<file path="config.mk">
export PLATFORM = sky130hd
export DESIGN_NAME = qtbe_scan
export DESIGN_NICKNAME = d
export VERILOG_FILES = /design/src/rtl/qtbe_pkg.sv /design/src/rtl/qtbe_scan.sv
export SDC_FILE = /design/constraint.sdc
export NUM_CORES = 1
export LEC_CHECK = 0
export BUFFER_PORTS_ARGS = -buffer_cell sky130_fd_sc_hd__buf_2
export CAP_MARGIN = 10
export CELL_PAD_IN_SITES_DETAIL_PLACEMENT = 0
export CELL_PAD_IN_SITES_GLOBAL_PLACEMENT = 1
export CORE_ASPECT_RATIO = 0.7
export CORE_MARGIN = 2
export CORE_UTILIZATION = 46
export DETAILED_ROUTE_END_ITERATION = 8
export PLACE_DENSITY = 0.9
export SLEW_MARGIN = 10
export SYNTH_ARGS = -nofsm -noshare
export SYNTH_HDL_FRONTEND = slang
export SYNTH_SLANG_ARGS = --single-unit
export TNS_END_PERCENT = 10
</file>
<file path="constraint.sdc">
create_clock -name clk -period 10.57 [get_ports clk]
set_input_delay 2.114 -clock clk [delete_from_list [all_inputs] [get_ports clk]]
set_output_delay 2.114 -clock clk [all_outputs]
set_load 0.01 [all_outputs]
</file>
<file path="src/rtl/qtbe_pkg.sv">
// Shared definitions for the quadtree bitmap encoder.
// Holds command codes, register indexes, fixed field widths and the
// status struct passed from the scan engine to the top level.
package qtbe_pkg;

  // Fixed widths of the channel fields and configuration registers.
  localparam int CMD_W     = 2;
  localparam int POS_W     = 8;
  localparam int REG_W     = 9;
  localparam int COUNT_W   = 17;
  localparam int LEN_W     = 4;
  localparam int DIG_W     = 16;
  localparam int CFG_IDX_W = 1;

  // Commands carried by the input channel.
  localparam logic [CMD_W-1:0] CMD_WRITE  = 2'd0;
  localparam logic [CMD_W-1:0] CMD_FINISH = 2'd1;
  localparam logic [CMD_W-1:0] CMD_READ   = 2'd2;

  // Configuration register indexes.
  localparam logic [CFG_IDX_W-1:0] CFG_ROWS = 1'b0;
  localparam logic [CFG_IDX_W-1:0] CFG_COLS = 1'b1;

  // Status of one search for the next all-ones block.
  typedef struct packed {
    logic busy;
    logic done;
    logic found;
  } qtbe_scan_sts_t;

endpackage

</file>
<file path="src/rtl/qtbe_scan.sv">
// Search engine that finds the next maximal all-ones block in Z order.
// Reads the image store one cell at a time; uses qtbe_pkg for its status.
module qtbe_scan #(
  parameter int MAX_SIDE = 256,
  parameter int LOG_SIDE = 8,
  parameter int ZW       = 2 * LOG_SIDE + 1,
  parameter int KW       = (LOG_SIDE > 0) ? $clog2(LOG_SIDE + 1) : 1,
  parameter int SIDEW    = $clog2(MAX_SIDE + 1),
  parameter int CLW      = (SIDEW > 9) ? SIDEW : 9,
  parameter int DEPTH    = MAX_SIDE * MAX_SIDE,
  parameter int AW       = (DEPTH > 1) ? $clog2(DEPTH) : 1
) (
  input  logic                     clk,
  input  logic                     rst_n,
  input  logic                     start,
  input  logic [ZW-1:0]            start_pos,
  input  logic [KW-1:0]            lv,
  input  logic [CLW-1:0]           rows_lim,
  input  logic [CLW-1:0]           cols_lim,
  output logic                     rd_en,
  output logic [AW-1:0]            rd_addr,
  input  logic                     rd_data,
  output qtbe_pkg::qtbe_scan_sts_t sts,
  output logic [ZW-1:0]            res_pos,
  output logic [KW-1:0]            res_k,
  output logic [ZW-1:0]            res_next
);

  import qtbe_pkg::*;

  localparam int RW  = (LOG_SIDE > 0) ? LOG_SIDE : 1;
  localparam int CMW = (RW > CLW) ? RW : CLW;

  localparam logic [1:0] S_IDLE = 2'd0;
  localparam logic [1:0] S_ADDR = 2'd1;
  localparam logic [1:0] S_DATA = 2'd2;

  logic [1:0]    state_r, state_nxt;
  logic [ZW-1:0] cur_r, cur_nxt;
  logic [ZW-1:0] pos_r, pos_nxt;
  logic [ZW-1:0] mask_r, mask_nxt;
  logic [KW-1:0] amax_r, amax_nxt;
  logic [KW-1:0] lv_r, lv_nxt;
  logic          run_r, run_nxt;
  logic          inr_r, inr_nxt;
  logic          found_r, found_nxt;
  logic          done_r, done_nxt;
  logic [KW-1:0] k_r, k_nxt;
  logic [ZW-1:0] next_r, next_nxt;

  logic [ZW-1:0] total;
  logic [ZW-1:0] cur_inc;
  logic [RW-1:0] cell_row;
  logic [RW-1:0] cell_col;
  logic          in_range;
  logic          cell_bit;
  logic [ZW-1:0] first_mask;
  logic [KW-1:0] first_amax;
  logic [KW-1:0] brk_k;
  logic [ZW-1:0] brk_off;

  assign total   = ZW'(1) << {lv_r, 1'b0};
  // The one incrementer steps the scan through the Z order.
  assign cur_inc = cur_r + ZW'(1);
  assign cell_bit = rd_data & inr_r;

  // Split the Z index into row (odd bits) and column (even bits).
  always_comb begin
    cell_row = '0;
    cell_col = '0;
    for (int b = 0; b < LOG_SIDE; b++) begin
      cell_col[b] = cur_r[2*b];
      cell_row[b] = cur_r[2*b+1];
    end
  end

  assign in_range = (CMW'(cell_row) < CMW'(rows_lim)) && (CMW'(cell_col) < CMW'(cols_lim));

  // Largest aligned block a set cell may start, limited by the square.
  always_comb begin
    logic [ZW-1:0] lm;
    first_mask = '0;
    first_amax = '0;
    for (int a = 1; a <= LOG_SIDE; a++) begin
      lm = (ZW'(1) << (2 * a)) - ZW'(1);
      if ((KW'(a) <= lv_r) && ((cur_r & lm) == '0)) begin
        first_mask = lm;
        first_amax = KW'(a);
      end
    end
  end

  // When a run of ones breaks, the block level is the top nonzero digit of its length.
  assign brk_off = cur_r & mask_r;
  always_comb begin
    brk_k = '0;
    for (int a = 1; a < LOG_SIDE; a++) begin
      if (brk_off[2*a +: 2] != 2'b00) begin
        brk_k = KW'(a);
      end
    end
  end

  // Sequencer: issue a read, evaluate the cell, repeat.
  always_comb begin
    state_nxt = state_r;
    cur_nxt   = cur_r;
    pos_nxt   = pos_r;
    mask_nxt  = mask_r;
    amax_nxt  = amax_r;
    lv_nxt    = lv_r;
    run_nxt   = run_r;
    inr_nxt   = inr_r;
    found_nxt = found_r;
    done_nxt  = 1'b0;
    k_nxt     = k_r;
    next_nxt  = next_r;
    rd_en     = 1'b0;
    case (state_r)
      S_IDLE: begin
        if (start) begin
          cur_nxt   = start_pos;
          lv_nxt    = lv;
          run_nxt   = 1'b0;
          state_nxt = S_ADDR;
        end
      end
      S_ADDR: begin
        if (cur_r >= total) begin
          found_nxt = 1'b0;
          pos_nxt   = total;
          k_nxt     = '0;
          next_nxt  = total;
          done_nxt  = 1'b1;
          state_nxt = S_IDLE;
        end else begin
          rd_en     = 1'b1;
          inr_nxt   = in_range;
          state_nxt = S_DATA;
        end
      end
      S_DATA: begin
        if (!run_r) begin
          if (!cell_bit) begin
            cur_nxt   = cur_inc;
            state_nxt = S_ADDR;
          end else begin
            pos_nxt = cur_r;
            if ((cur_inc & first_mask) == '0) begin
              // The set cell cannot start a larger block.
              found_nxt = 1'b1;
              k_nxt     = first_amax;
              next_nxt  = cur_inc;
              done_nxt  = 1'b1;
              state_nxt = S_IDLE;
            end else begin
              run_nxt   = 1'b1;
              mask_nxt  = first_mask;
              amax_nxt  = first_amax;
              cur_nxt   = cur_inc;
              state_nxt = S_ADDR;
            end
          end
        end else begin
          if (cell_bit && ((cur_inc & mask_r) == '0)) begin
            // The whole aligned block is set.
            found_nxt = 1'b1;
            k_nxt     = amax_r;
            next_nxt  = cur_inc;
            done_nxt  = 1'b1;
            state_nxt = S_IDLE;
          end else if (cell_bit) begin
            cur_nxt   = cur_inc;
            state_nxt = S_ADDR;
          end else begin
            found_nxt = 1'b1;
            k_nxt     = brk_k;
            next_nxt  = pos_r | (ZW'(1) << {brk_k, 1'b0});
            done_nxt  = 1'b1;
            state_nxt = S_IDLE;
          end
        end
      end
      default: begin
        state_nxt = S_IDLE;
      end
    endcase
  end

  always_ff @(posedge clk) begin
    if (!rst_n) begin
      state_r <= S_IDLE;
      run_r   <= 1'b0;
      done_r  <= 1'b0;
    end else begin
      state_r <= state_nxt;
      run_r   <= run_nxt;
      done_r  <= done_nxt;
    end
  end

  always_ff @(posedge clk) begin
    cur_r   <= cur_nxt;
    pos_r   <= pos_nxt;
    mask_r  <= mask_nxt;
    amax_r  <= amax_nxt;
    lv_r    <= lv_nxt;
    inr_r   <= inr_nxt;
    found_r <= found_nxt;
    k_r     <= k_nxt;
    next_r  <= next_nxt;
  end

  // Cell address in the row-major store.
  assign rd_addr = AW'(cell_row) * AW'(MAX_SIDE) + AW'(cell_col);

  assign sts.busy  = (state_r != S_IDLE);
  assign sts.done  = done_r;
  assign sts.found = found_r;
  assign res_pos   = pos_r;
  assign res_k     = k_r;
  assign res_next  = next_r;

endmodule
</file>
==> summary.md <==
| Metric | Value |
|---|---|
| TritonRoute pass-1 iters | `6` |
| Avg WL per Cell | `20.88 um` |
| CTS-repair resized insts | `0` |
| Wire length of the first global-routing pass | `24610 um` |
| WL met3 | `1865 um` |
| Gp weighted congestion | `0.9207` |
| CP arrival | `3010 ps` |
| Die Wd | `131.9 um` |
| Vias | `4588` |
| Ys Warns | `0` |
| Synth cell count leaders | `edfxtp_1, nor2_1, nand2_1` |
| Clk_lat worst skew | `350 ps` |
| Vias/cell | `5.974` |
| Clk_skew | `11.77 ps` |
| Max rail drop VDD | `0.07403 mV` |
| Global route overflow | `0` |
| WP data required | `8460 ps` |
| Yosys cell types | `82` |
| WL final | `16030 um` |
| Post-route ant nets | `0` |
| Share of synthesized registers carrying an async set or reset | `0` |
| Post-CTS Repair Setup Buffers | `0` |
| Outcome | `complete, no violations` |
| CTS tree | `done` |
| Vias in the first global route | `4325` |
| Initial Util | `0.4751` |
| Synth Instances | `541` |
| Largest net degree at the start of global routing | `71` |
| Max Used Layer | `met4` |
| Period minus WS final | `5128 ps` |
| Initial antenna violation count | `0` |
| DP Wirelength | `11550 um` |
| Pre-CTS setup slack | `5822 ps` |
| Tightest Hold Check Type | `reg -> reg` |
| Rel. slew slack | `0.2159` |
| Iteration-0 DRC count of the detailed router | `527` |
| CTS Hold Bufs | `0` |
| Ant. Diodes | `0` |
| Primary FF master, synth | `edfxtp_1` |
| Synth Area per Inst | `9.739 um2` |
| Syn_nets | `613` |
| Worst slew pin tran | `1172 ps` |
| Full die area | `12340 um2` |
| Area leader, netlist | `edfxtp_1` |
| GRT Total Usage | `0.2639` |
| Crit end category | `output port` |
| RSZ-0062 raised after global routing | `no` |
| DRC | `0` |
| Hold Slack | `623.8 ps` |
| Sequential element share of the synthesized area | `0.4256` |
| CTS clk-pin slew, worst paths | `60 ps` |
| Most common cell in the netlist | `edfxtp_1` |
| Core region area | `11090 um2` |
| Post-route setup slack | `5442 ps` |
| NumNets Final | `682` |
| Power Total | `0.8703 mW` |
| Final Cycle Share | `0.4851` |
| Top cell type's share of synthesized area | `0.4104` |
| Routed length on met2 | `6622 um` |
| Root Buffer | `clkbuf_16` |
| Leak pwr | `2.415 nW` |
| Max Cap Violations | `0` |
| Total I/O pin count | `101` |
| Worst-case clock buffer depth | `2` |
| Synth top area cells | `edfxtp_1, ha_1, nor2_1` |
| Row Count | `32` |
| CP startpoint kind | `flip-flop` |
| Post-synth EDFFs | `72` |
| Depth of the CTS H-tree | `3` |
| Endpoints failing setup | `0` |
| Total negative slack | `0 ps` |
| CTS Buf Count | `9` |
| PwrDens | `145.6 nW/um2` |
| Die Height | `93.54 um` |
| Fmax | `195.0 MHz` |
| Post-Syn Area | `5269 um2` |
| Top fanout value on the critical path | `11` |
| Clk sinks | `76` |
| CP Class | `reg -> out` |
| Wl on met1 | `7263 um` |
| Area added between synthesis and finish | `13.46%` |
| Flops & latches, synth | `76` |
| I/O Buffers | `100` |
| Final hold vios | `0` |
| Pins Over Slew Limit | `0` |
| Fraction of layout cells with a size suffix above 1 | `0.2407` |
-- layout by cell type, fill, tap and decap left out, types with 12 or more instances in the layout --
master / netlist / final
nor2_1: 55 / 55
edfxtp_1: 72 / 72
o21ai_0: 18 / 18
buf_2: 5 / 100
nand4_1: 12 / 12
a21oi_1: 28 / 27
ha_1: 29 / 28
nand2_1: 54 / 54
a211oi_1: 15 / 15
nand3_1: 21 / 21
and2_1: 12 / 12
inv_1: 30 / 30
-- cell families (layout without fill, tap and decap cells) --
group,after synthesis,in the layout,synth area share
xor gates and xnor gates,17,17,0.02826
muxes,3,3,0.005937
buffers and inverters,81,155,0.09214
DFF,76,76,0.4256
and+or+nand+nor,205,205,0.1973
adders and majority gates,29,29,0.06887
AOI/OAI and AO/OA,130,130,0.1819
-- worst max-delay path: stages (launching register included) --
cell       delay (ps)
edfxtp_1          520
or4_1             620
inv_1              90
ha_1              220
o2111ai_1         200
a31oi_1           130
o31ai_1           370
a41o_1            340
buf_2             170
-- path summary, 6_finish.rpt --
kind              depth (start not counted)  slack (ps)           end  startpoint
setup / recovery                          8        5440         rd_en     lv_r[3]
hold / removal                            2         620      res_k[2]   amax_r[2]
setup reg to reg                          8        6480  res_next[11]    cur_r[1]
hold reg to reg                           2         620      res_k[2]   amax_r[2]
-- metal layers --
layer | vias to the layer above | track usage
li1 | 2118 | -
met4 | 0 | 0.08424
met3 | 21 | 0.08130
met2 | 274 | 0.3767
met5 | - | 0
met1 | 2175 | 0.3797
-- sequential cells by signal, summed over array words and instances, names as in the netlist, 2 cells and up --
register	cells
state_r	2
lv_r	4
res_k	4
cur_r	17
mask_r	8
amax_r	3
res_pos	17
res_next	17
-- power by group --
part           internal (mW)  leakage, nW  switching (mW)
combinational         0.0567         1.55          0.0917
sequential             0.357        0.704          0.0296
clock                  0.207        0.157           0.128
total                  0.621         2.41           0.249
-- area by class of cell --
class	instances	area (um2)
Sequential cell	76	2242
Tap cell	153	191.4
Timing Repair Buffer	107	553.0
Multi-Input combinational cell	384	2555
Clock buffer	10	229.0
Inverter	32	120.1
Clock inverter	6	87.58
Fill cell	1052	5112
-- per-stage QoR --
| stage | std cells | cell area [um2] | utilization |
|---|---|---|---|
| after detailed placement | 752 | 5654 | 0.5098 |
| after CTS | 768 | 5971 | 0.5384 |
| after global placement | 752 | 5654 | 0.5098 |
| after floorplan | 541 | 5269 | - |
| after global routing | 768 | 5978 | 0.5390 |
| final | 768 | 5978 | 0.5390 |
(Power assumes the default switching activity.)
